<file path="src/hw/rtl/skvt_pkg.sv">
package skvt_pkg;

  // field widths of the stream words
  localparam int MODE_W     = 2;
  localparam int KEY_W      = 32;
  localparam int VAL_W      = 32;
  localparam int CNT_OUT_W  = 5;
  localparam int IN_DATA_W  = KEY_W + VAL_W;
  localparam int OUT_DATA_W = 40;
  localparam int PAIR_W     = KEY_W + VAL_W;
  localparam int CFG_AW     = 3;
  localparam int CFG_DW     = 32;

  // request codes
  localparam logic [MODE_W-1:0] MODE_ADD    = 2'd0;
  localparam logic [MODE_W-1:0] MODE_SEARCH = 2'd1;
  localparam logic [MODE_W-1:0] MODE_REMOVE = 2'd2;
  localparam logic [MODE_W-1:0] MODE_NONE   = 2'd3;

  // register index
  localparam logic REG_ORDER_MODE = 1'b0;

  // sequencer steps
  localparam int STEP_W = 4;
  localparam logic [STEP_W-1:0] ST_IDLE    = 4'd0;
  localparam logic [STEP_W-1:0] ST_SCAN0   = 4'd1;
  localparam logic [STEP_W-1:0] ST_CMP     = 4'd2;
  localparam logic [STEP_W-1:0] ST_DISP    = 4'd3;
  localparam logic [STEP_W-1:0] ST_REPL    = 4'd4;
  localparam logic [STEP_W-1:0] ST_INS0    = 4'd5;
  localparam logic [STEP_W-1:0] ST_INS_SH  = 4'd6;
  localparam logic [STEP_W-1:0] ST_INS_WR  = 4'd7;
  localparam logic [STEP_W-1:0] ST_REM0    = 4'd8;
  localparam logic [STEP_W-1:0] ST_REM_SH  = 4'd9;
  localparam logic [STEP_W-1:0] ST_REM_END = 4'd10;
  localparam logic [STEP_W-1:0] ST_FIN     = 4'd11;

  // datapath actions
  typedef logic [3:0] act_t;
  localparam act_t A_NONE   = 4'd0;
  localparam act_t A_LOAD   = 4'd1;
  localparam act_t A_SCAN0  = 4'd2;
  localparam act_t A_CMP    = 4'd3;
  localparam act_t A_DISP   = 4'd4;
  localparam act_t A_REPL   = 4'd5;
  localparam act_t A_INS0   = 4'd6;
  localparam act_t A_INS_SH = 4'd7;
  localparam act_t A_INS_WR = 4'd8;
  localparam act_t A_REM0   = 4'd9;
  localparam act_t A_REM_SH = 4'd10;
  localparam act_t A_DEC    = 4'd11;
  localparam act_t A_FIN    = 4'd12;

  // jump kinds
  typedef logic [1:0] jmp_t;
  localparam jmp_t J_GOTO = 2'd0;  // always to target
  localparam jmp_t J_IF   = 2'd1;  // cond ? target : next step
  localparam jmp_t J_HOLD = 2'd2;  // cond ? stay : target
  localparam jmp_t J_DISP = 2'd3;  // target picked from request, scan outcome and fill state

  // branch conditions
  typedef logic [2:0] cond_t;
  localparam cond_t C_NO_FIRE  = 3'd0;
  localparam cond_t C_SCAN_END = 3'd1;
  localparam cond_t C_CMP_LOOP = 3'd2;
  localparam cond_t C_INS_NONE = 3'd3;
  localparam cond_t C_INS_MORE = 3'd4;
  localparam cond_t C_REM_NONE = 3'd5;
  localparam cond_t C_REM_MORE = 3'd6;
  localparam cond_t C_OUT_BUSY = 3'd7;

  typedef struct packed {
    act_t              act;
    jmp_t              jmp;
    cond_t             cond;
    logic [STEP_W-1:0] target;
  } ucode_t;

  function automatic ucode_t skvt_ucode(input logic [STEP_W-1:0] step);
    ucode_t w;
    case (step)
      ST_IDLE:    w = '{A_LOAD,   J_HOLD, C_NO_FIRE,  ST_SCAN0};
      ST_SCAN0:   w = '{A_SCAN0,  J_IF,   C_SCAN_END, ST_DISP};
      ST_CMP:     w = '{A_CMP,    J_HOLD, C_CMP_LOOP, ST_DISP};
      ST_DISP:    w = '{A_DISP,   J_DISP, C_NO_FIRE,  ST_FIN};
      ST_REPL:    w = '{A_REPL,   J_GOTO, C_NO_FIRE,  ST_FIN};
      ST_INS0:    w = '{A_INS0,   J_IF,   C_INS_NONE, ST_INS_WR};
      ST_INS_SH:  w = '{A_INS_SH, J_HOLD, C_INS_MORE, ST_INS_WR};
      ST_INS_WR:  w = '{A_INS_WR, J_GOTO, C_NO_FIRE,  ST_FIN};
      ST_REM0:    w = '{A_REM0,   J_IF,   C_REM_NONE, ST_REM_END};
      ST_REM_SH:  w = '{A_REM_SH, J_HOLD, C_REM_MORE, ST_REM_END};
      ST_REM_END: w = '{A_DEC,    J_GOTO, C_NO_FIRE,  ST_FIN};
      ST_FIN:     w = '{A_FIN,    J_HOLD, C_OUT_BUSY, ST_IDLE};
      default:    w = '{A_NONE,   J_GOTO, C_NO_FIRE,  ST_IDLE};
    endcase
    return w;
  endfunction

endpackage

</file>
<file path="src/hw/rtl/sorted_key_value_table_unit.sv">
// Sorted key-value table: holds up to TABLE_DEPTH pairs of signed 32-bit keys and values in
// key order (ascending, or descending when order_mode is 1). Each word on the input stream
// is an add-or-replace, a search or a remove (in_tuser); each gives exactly one result word
// with the found flag, the old value (0 when not found), the full status and the entry count.
// A request walks a small microcode program over one table memory with a read port and a
// write port, one entry per cycle: it loads the request, scans the entries in key order,
// then where needed goes through a replace, an insert (shift entries up, then write) or a
// remove (shift entries down, then lower the count), and finally waits in the finish step
// until the previous result has left. Scan and shift together touch at most TABLE_DEPTH
// entries. The table needs no clearing after reset. Keys are not re-sorted when order_mode
// changes; set it while the table is empty. The next request is taken while the last
// result still waits on out_tready.
module sorted_key_value_table_unit #(
  parameter int TABLE_DEPTH = 16
) (
  input  logic                            clk,
  input  logic                            rst_n,
  // input stream
  input  logic                            in_tvalid,
  output logic                            in_tready,
  input  logic [skvt_pkg::IN_DATA_W-1:0]  in_tdata,   // key[31:0], value[63:32]
  input  logic [skvt_pkg::MODE_W-1:0]     in_tuser,   // mode[1:0]
  // result stream
  output logic                            out_tvalid,
  input  logic                            out_tready,
  output logic [skvt_pkg::OUT_DATA_W-1:0] out_tdata,  // old_value[31:0], entry_count[36:32]
  output logic [1:0]                      out_tuser,  // found[0], status[1]
  // configuration
  input  logic                            cfg_psel,
  input  logic                            cfg_penable,
  input  logic                            cfg_pwrite,
  input  logic [skvt_pkg::CFG_AW-1:0]     cfg_paddr,
  input  logic [skvt_pkg::CFG_DW-1:0]     cfg_pwdata,
  output logic [skvt_pkg::CFG_DW-1:0]     cfg_prdata,
  output logic                            cfg_pready
);

  import skvt_pkg::*;

  localparam int AW    = $clog2(TABLE_DEPTH);
  localparam int CNT_W = $clog2(TABLE_DEPTH + 1);
  localparam logic [CNT_W-1:0] CNT_FULL = CNT_W'(TABLE_DEPTH);

  // sequencer
  logic [STEP_W-1:0] pc_r, pc_nxt;
  ucode_t            uw;
  logic              cond;

  // request and scan state
  logic [MODE_W-1:0] mode_r, mode_nxt;
  logic [KEY_W-1:0]  key_r, key_nxt;
  logic [VAL_W-1:0]  val_r, val_nxt;
  logic [CNT_W-1:0]  count_r, count_nxt;
  logic [CNT_W-1:0]  pos_r, pos_nxt;
  logic [CNT_W-1:0]  j_r, j_nxt;
  logic              hit_r, hit_nxt;
  logic              status_r, status_nxt;
  logic [VAL_W-1:0]  old_r, old_nxt;
  logic              order_r, order_nxt;

  // result register
  logic                 out_valid_r, out_valid_nxt;
  logic                 out_found_r, out_found_nxt;
  logic                 out_status_r, out_status_nxt;
  logic [VAL_W-1:0]     out_old_r, out_old_nxt;
  logic [CNT_OUT_W-1:0] out_cnt_r, out_cnt_nxt;

  // table memory
  logic              ram_we;
  logic [AW-1:0]     ram_waddr, ram_raddr;
  logic [PAIR_W-1:0] ram_wdata, ram_rdata;
  logic [CNT_W-1:0]  raddr_full, waddr_full;

  logic [KEY_W-1:0] rd_key;
  logic [VAL_W-1:0] rd_val;
  logic [CNT_W-1:0] pos_inc, j_inc, j_dec, cnt_dec;
  logic [31:0]      count_ext;
  logic             in_fire, cfg_wr, scan_go, key_eq, out_busy;

  assign uw        = skvt_ucode(pc_r);
  assign in_tready = (pc_r == ST_IDLE);
  assign in_fire   = in_tvalid && in_tready;
  assign out_busy  = out_valid_r && !out_tready;

  assign rd_key = ram_rdata[KEY_W-1:0];
  assign rd_val = ram_rdata[PAIR_W-1:KEY_W];

  assign pos_inc   = pos_r + 1'b1;
  assign j_inc     = j_r + 1'b1;
  assign j_dec     = j_r - 1'b1;
  assign cnt_dec   = count_r - 1'b1;
  assign count_ext = 32'(count_r);

  // scan goes on while the stored key stands before or equal to the request key
  assign scan_go = order_r ? ($signed(key_r) <= $signed(rd_key))
                           : ($signed(rd_key) <= $signed(key_r));
  assign key_eq  = (rd_key == key_r);

  always_comb begin
    case (uw.cond)
      C_NO_FIRE:  cond = !in_fire;
      C_SCAN_END: cond = (pos_r >= count_r) || (mode_r == MODE_NONE);
      C_CMP_LOOP: cond = scan_go && !key_eq && (pos_inc < count_r);
      C_INS_NONE: cond = (count_r == pos_r);
      C_INS_MORE: cond = (j_r != pos_r);
      C_REM_NONE: cond = (pos_inc >= count_r);
      C_REM_MORE: cond = (j_inc < count_r);
      C_OUT_BUSY: cond = out_busy;
      default:    cond = 1'b0;
    endcase
  end

  always_comb begin
    case (uw.jmp)
      J_GOTO: pc_nxt = uw.target;
      J_IF:   pc_nxt = cond ? uw.target : pc_r + 1'b1;
      J_HOLD: pc_nxt = cond ? pc_r : uw.target;
      J_DISP: begin
        case (mode_r)
          MODE_ADD: begin
            if (hit_r) begin
              pc_nxt = ST_REPL;
            end else if (count_r == CNT_FULL) begin
              pc_nxt = ST_FIN;
            end else begin
              pc_nxt = ST_INS0;
            end
          end
          MODE_REMOVE: pc_nxt = hit_r ? ST_REM0 : ST_FIN;
          default:     pc_nxt = ST_FIN;
        endcase
      end
      default: pc_nxt = ST_IDLE;
    endcase
  end

  // datapath
  always_comb begin
    mode_nxt   = mode_r;
    key_nxt    = key_r;
    val_nxt    = val_r;
    count_nxt  = count_r;
    pos_nxt    = pos_r;
    j_nxt      = j_r;
    hit_nxt    = hit_r;
    status_nxt = status_r;
    old_nxt    = old_r;
    raddr_full = pos_r;
    waddr_full = pos_r;
    ram_we     = 1'b0;
    ram_wdata  = {val_r, key_r};

    out_valid_nxt  = out_valid_r && !out_tready;
    out_found_nxt  = out_found_r;
    out_status_nxt = out_status_r;
    out_old_nxt    = out_old_r;
    out_cnt_nxt    = out_cnt_r;

    case (uw.act)
      A_LOAD: begin
        if (in_fire) begin
          mode_nxt   = in_tuser;
          key_nxt    = in_tdata[KEY_W-1:0];
          val_nxt    = in_tdata[IN_DATA_W-1:KEY_W];
          pos_nxt    = '0;
          hit_nxt    = 1'b0;
          status_nxt = 1'b0;
          old_nxt    = '0;
        end
      end
      A_SCAN0: raddr_full = pos_r;
      A_CMP: begin
        raddr_full = pos_inc;
        if (scan_go && key_eq) begin
          hit_nxt = 1'b1;
          old_nxt = rd_val;
        end else if (scan_go) begin
          pos_nxt = pos_inc;
        end
      end
      A_DISP: status_nxt = (mode_r == MODE_ADD) && !hit_r && (count_r == CNT_FULL);
      A_REPL: ram_we = 1'b1;
      A_INS0: begin
        j_nxt      = cnt_dec;
        raddr_full = cnt_dec;
      end
      A_INS_SH: begin
        // move entry j up by one, fetch the one below
        ram_we     = 1'b1;
        waddr_full = j_inc;
        ram_wdata  = ram_rdata;
        j_nxt      = j_dec;
        raddr_full = j_dec;
      end
      A_INS_WR: begin
        ram_we    = 1'b1;
        count_nxt = count_r + 1'b1;
      end
      A_REM0: begin
        j_nxt      = pos_inc;
        raddr_full = pos_inc;
      end
      A_REM_SH: begin
        // move entry j down by one, fetch the one above
        ram_we     = 1'b1;
        waddr_full = j_dec;
        ram_wdata  = ram_rdata;
        j_nxt      = j_inc;
        raddr_full = j_inc;
      end
      A_DEC: count_nxt = cnt_dec;
      A_FIN: begin
        if (!out_busy) begin
          out_valid_nxt  = 1'b1;
          out_found_nxt  = hit_r;
          out_status_nxt = status_r;
          out_old_nxt    = old_r;
          out_cnt_nxt    = count_ext[CNT_OUT_W-1:0];
        end
      end
      default: ;
    endcase
  end

  assign ram_raddr = raddr_full[AW-1:0];
  assign ram_waddr = waddr_full[AW-1:0];

  skvt_ram #(
    .WIDTH (PAIR_W),
    .DEPTH (TABLE_DEPTH)
  ) u_table (
    .clk   (clk),
    .we    (ram_we),
    .waddr (ram_waddr),
    .wdata (ram_wdata),
    .raddr (ram_raddr),
    .rdata (ram_rdata)
  );

  // configuration port
  assign cfg_pready = 1'b1;
  assign cfg_wr     = cfg_psel && cfg_penable && cfg_pwrite && cfg_pready;
  assign order_nxt  = (cfg_wr && (cfg_paddr[2] == REG_ORDER_MODE)) ? cfg_pwdata[0] : order_r;
  assign cfg_prdata = (cfg_paddr[2] == REG_ORDER_MODE) ? CFG_DW'(order_r) : '0;

  always_ff @(posedge clk) begin
    if (!rst_n) begin
      pc_r        <= ST_IDLE;
      count_r     <= '0;
      pos_r       <= '0;
      j_r         <= '0;
      hit_r       <= 1'b0;
      status_r    <= 1'b0;
      order_r     <= 1'b0;
      out_valid_r <= 1'b0;
    end else begin
      pc_r        <= pc_nxt;
      count_r     <= count_nxt;
      pos_r       <= pos_nxt;
      j_r         <= j_nxt;
      hit_r       <= hit_nxt;
      status_r    <= status_nxt;
      order_r     <= order_nxt;
      out_valid_r <= out_valid_nxt;
    end
  end

  always_ff @(posedge clk) begin
    mode_r       <= mode_nxt;
    key_r        <= key_nxt;
    val_r        <= val_nxt;
    old_r        <= old_nxt;
    out_found_r  <= out_found_nxt;
    out_status_r <= out_status_nxt;
    out_old_r    <= out_old_nxt;
    out_cnt_r    <= out_cnt_nxt;
  end

  assign out_tvalid = out_valid_r;
  assign out_tdata  = {{(OUT_DATA_W - VAL_W - CNT_OUT_W){1'b0}}, out_cnt_r, out_old_r};
  assign out_tuser  = {out_status_r, out_found_r};

`ifndef SYNTHESIS
  a_count_range: assert property (@(posedge clk) disable iff (!rst_n)
    count_r <= CNT_FULL)
    else $error("entry count above table depth");

  a_insert_room: assert property (@(posedge clk) disable iff (!rst_n)
    pc_r == ST_INS_WR |-> count_r < CNT_FULL)
    else $error("insert into a full table");

  a_write_bound: assert property (@(posedge clk) disable iff (!rst_n)
    ram_we |-> waddr_full <= count_r)
    else $error("table write beyond the filled region");

  a_result_from_fin: assert property (@(posedge clk) disable iff (!rst_n)
    $rose(out_valid_r) |-> $past(pc_r == ST_FIN))
    else $error("result word loaded outside the finish step");

  a_full_not_found: assert property (@(posedge clk) disable iff (!rst_n)
    out_valid_r && out_status_r |-> !out_found_r && out_cnt_r == CNT_OUT_W'(TABLE_DEPTH))
    else $error("full status on a found key or with a count below the depth");
`endif

endmodule

</file>
<file path="src/hw/rtl/skvt_ram.sv">
module skvt_ram #(
  parameter int WIDTH = 64,
  parameter int DEPTH = 16
) (
  input  logic                     clk,
  input  logic                     we,
  input  logic [$clog2(DEPTH)-1:0] waddr,
  input  logic [WIDTH-1:0]         wdata,
  input  logic [$clog2(DEPTH)-1:0] raddr,
  output logic [WIDTH-1:0]         rdata
);

  logic [WIDTH-1:0] mem [DEPTH];
  logic [WIDTH-1:0] rdata_r;

  always_ff @(posedge clk) begin
    if (we) begin
      mem[waddr] <= wdata;
    end
    rdata_r <= mem[raddr];
  end

  assign rdata = rdata_r;

endmodule
</file>
<file path="config.mk">
export PLATFORM = sky130hd
export DESIGN_NAME = sorted_key_value_table_unit
export DESIGN_NICKNAME = d
export VERILOG_FILES = /design/src/hw/rtl/skvt_pkg.sv /design/src/hw/rtl/sorted_key_value_table_unit.sv /design/src/hw/rtl/skvt_ram.sv
export SDC_FILE = /design/constraint.sdc
export NUM_CORES = 2
export LEC_CHECK = 0
export CAP_MARGIN = 5
export CELL_PAD_IN_SITES_DETAIL_PLACEMENT = 1
export CELL_PAD_IN_SITES_GLOBAL_PLACEMENT = 1
export CORE_UTILIZATION = 30
export DETAILED_ROUTE_END_ITERATION = 16
export DONT_BUFFER_PORTS = 1
export PLACE_DENSITY = 0.45
export SLEW_MARGIN = 30
export SYNTH_ARGS = -nofsm -noshare
export SYNTH_HDL_FRONTEND = slang
export SYNTH_HIERARCHICAL = 1
export SYNTH_SLANG_ARGS = --single-unit
</file>
<file path="constraint.sdc">
create_clock -name clk -period 21.7 [get_ports clk]
set_input_delay 2.17 -clock clk [delete_from_list [all_inputs] [get_ports clk]]
set_output_delay 2.17 -clock clk [all_outputs]
set_load 0.02 [all_outputs]
</file>
==> results.json <==
{
  "clock_latency_ns": 0.77,
  "cts_buffers": 143,
  "numPortBuffers": 0,
  "grt_setup_unrepaired": "no",
  "dr.first_iter.drc_count": 1630,
  "num-fill-cells": 15880,
  "r2r-end": "u_table/rdata[17]$_DFF_P_",
  "postCtsSetupBuffers": 0,
  "final_area_sq_um": 56120,
  "crit_slowest_cell": "buf_4",
  "start_util": 0.3026,
  "cp-start-kind": "register",
  "antenna_found_initial": 4,
  "path_cells": "nor2b_1 > nand2_1 > nand2_4 > a22oi_1 > o211ai_1 > buf_4 > buf_4 > buf_6 > mux4_2 > a22oi_1 > nand2_1",
  "clockBufferDepth": 3,
  "cts_tree": "built",
  "cp.required_ns": 22.34,
  "final_nets": 2791,
  "setup_viol": 0,
  "diodes": 0,
  "synth_edf_count": 1161,
  "final_antenna_net_count": 0,
  "holdBufCountCts": 0,
  "h-tree-depth": 4,
  "cts_resized": 0,
  "drive_gt1_frac": 0.2151,
  "grt_max_degree": 105,
  "ir_worst_vdd_mv": 0.1125,
  "num_vias": 23840,
  "dieArea_sq_um": 163800,
  "hold_path_class": "reg2reg",
  "hold_violations": 0,
  "synth-warning-count": 6,
  "grt_pass1_vias": 25870,
  "period_minus_slack_ns": 5.278,
  "r2r_slack_ns": 16.42,
  "finalCritPeriodShare": 0.2432,
  "yosysUniqueCellTypes": 69,
  "path_max_fanout": 47,
  "power_density_nw_per_um2": 147.9,
  "async_reset_ff_frac": 0,
  "finClkSkew_ns": 0.02076,
  "syn_inst": 2519,
  "first_pass_iters": 6,
  "vias_per_cell": 4.862,
  "cap_violations": 0,
  "finalSetupTns_ns": 0,
  "die_w_um": 404.7,
  "reg2reg_from": "uw[12]$_DFF_P_",
  "max_freq_ghz": 0.1895,
  "synthTopCellsByArea": "edfxtp_1, mux4_2, dfxtp_1",
  "holdPathStages": 0,
  "num_io_pins": 185,
  "syn_avg_cell_area_sq_um": 19.31,
  "finalMaxSlewViolations": 0,
  "dp.final_hpwl_mm": 66.58,
  "synthesis.area_sq_um": 48650,
  "die_h_um": 404.7,
  "rows": 147,
  "synth_top_area_share": 0.7167,
  "rr_worst_depth": 11,
  "synth_area_leader_cell": "edfxtp_1",
  "yosysSeqAreaShare": 0.7578,
  "grt-ovfl-total": 0,
  "clock_sinks": 1261,
  "wl_mm": 128.6,
  "crit_family": "buffers and inverters",
  "worstMarginPinSlew_ns": 1.003,
  "slew_headroom": 0.3313,
  "placed_cell_area_sq_um": 51480,
  "hold_start": "old_r[26]$_SDFFCE_PN0P_",
  "cpPeakStageDelay_ns": 0.75,
  "cp.arrival_ns": 5.92,
  "critPathCaptureType": "register",
  "clock-root-buffer": "clkbuf_16",
  "status": "complete, no violations",
  "avgRoutedWirePerCell_um": 26.22,
  "place_congestion": 0.7641,
  "area_delta_synth_final_pct": 15.37,
  "p_leak_nw": 17.93,
  "grt_pass1_wl_mm": 184.9,
  "crit_buf_inv": 3,
  "track_usage": 0.1584,
  "path_class": "reg2reg",
  "synth-seq-cells": 1261,
  "drc": 0,
  "hold_path_end": "out_old_r[26]$_DFFE_PP_",
  "ys.flop_type": "edfxtp_1",
  "clkTransAtPathRegs_ns": 0.06,
  "fp.coreArea_sq_um": 160800
}
cell usage in the layout (no fill, tap or decap), types with 7 or more instances in the layout:
master     synthesis  routed
a21oi_1           40      39
nand2_1          228     227
clkbuf_1          71      41
nor2_1            55      41
conb_1             2      35
bufinv_16          0       9
edfxtp_1        1161    1161
dfxtp_1          100     100
nor2_4             0      14
a31oi_1            7       7
nand3_1           25      25
mux4_2           256     256
nand2b_1          10      10
xnor2_1           12      12
xor2_1            11      11
ha_1              59      59
a22oi_1          130     130
nand4_1           13      13
and2_1            34      33
clkbuf_16          0     145
clkinv_1           2      25
clkbuf_8           0       8
o21ai_0           46      34
nor3_1            18      13
o21ai_2            0      10
clkinv_2           0      19
a21o_1             9       9
buf_4             43      70
inv_1             52      51
cell type report:
class                           count  area [sq um]  share of cell area
Inverter                           54         205.2            0.003656
Timing Repair Buffer               81         719.4             0.01282
Clock buffer                      194          3892             0.06936
Multi-Input combinational cell   1083         11070              0.1972
Sequential cell                  1261         36870              0.6569
Clock inverter                     70         665.6             0.01186
Tap cell                         2160          2703             0.04816
cell families (layout without fill, tap and decap cells):
kind of cell | Yosys count | after routing | synth area share
flip-flops | 1261 | 1261 | 0.7578
buffers and inverters | 208 | 399 | 0.02173
other | 2 | 35 | 0.0001544
AO/OA/AOI/OAI | 281 | 281 | 0.04077
XOR/XNOR | 23 | 23 | 0.004141
AND/OR/NAND/NOR | 423 | 423 | 0.04030
adder cells (fa/ha/maj) | 59 | 59 | 0.01518
multiplexers | 262 | 262 | 0.1199
per-stage QoR:
step	instances	power (mW)	setup slack [ns]	hold slack (ns)	utilization
2_1_floorplan	2552	5.309	14.87	0.4003	-
3_3_place_gp	4633	6.007	15.98	0.4045	0.3197
3_5_place_dp	4637	6.069	16.23	0.4062	0.3202
4_1_cts	4901	8.459	16.20	0.4168	0.3486
5_1_grt	4903	8.755	15.81	0.4250	0.3491
6_report	4903	8.300	16.42	0.4175	0.3491
worst max path at each step:
stage / from / endpoint / slack (ns) / depth (start not counted)
2_1_floorplan: uw[9]$_DFF_P_ / u_table/mem[0][0]$_DFFE_PP_ / 14.87 / 8
3_3_place_gp: uw[11]$_DFF_P_ / u_table/rdata[22]$_DFF_P_ / 15.98 / 11
3_5_place_dp: uw[11]$_DFF_P_ / u_table/rdata[17]$_DFF_P_ / 16.23 / 11
4_1_cts: uw[9]$_DFF_P_ / u_table/rdata[17]$_DFF_P_ / 16.20 / 14
5_1_grt: uw[9]$_DFF_P_ / u_table/rdata[21]$_DFF_P_ / 15.81 / 14
6_report: uw[12]$_DFF_P_ / u_table/rdata[17]$_DFF_P_ / 16.42 / 11
synth_stat cells (5+ instances only):
| cell | instances |
|---|---|
| a21o_1 | 9 |
| buf_2 | 14 |
| nand3_1 | 25 |
| nor2_1 | 55 |
| o221ai_1 | 6 |
| nor2b_1 | 9 |
| mux4_2 | 256 |
| xnor2_1 | 12 |
| nor3_1 | 18 |
| nand2_1 | 228 |
| buf_1 | 13 |
| dfxtp_1 | 100 |
| buf_6 | 13 |
| clkbuf_1 | 71 |
| o21ai_0 | 46 |
| nand3b_1 | 5 |
| nand2b_1 | 10 |
| ha_1 | 59 |
| edfxtp_1 | 1161 |
| a221o_1 | 5 |
| a22oi_1 | 130 |
| inv_1 | 52 |
| or3_1 | 5 |
| nand4_1 | 13 |
| xor2_1 | 11 |
| and2_1 | 34 |
| a31oi_1 | 7 |
| buf_4 | 43 |
| a21oi_1 | 40 |
power breakdown:
part	switching, mW	internal [mW]	total, mW
combinational	1.55	1.25	2.80
clock	0.976	1.37	2.35
sequential	0.104	3.05	3.16
total	2.63	5.67	8.30
routing by layer:
layer	global-route usage	up-vias	wire length, um
li1	-	10300	-
met1	0.2098	12930	57390
met2	0.2692	447	64530
met3	0.02463	156	4241
met4	0.04353	6	2357
met5	0	-	42
registers in the layout, summed over array words and instances (netlist names), 4 cells and up:
signal         flops
old_r             32
pc_r               4
out_old_r         32
count_r            5
j_r                5
u_table/rdata     64
key_r             32
uw                13
u_table/mem     1024
val_r             32
pos_r              5
out_cnt_r          5
Note: power is estimated with default switching activity, not from simulation.
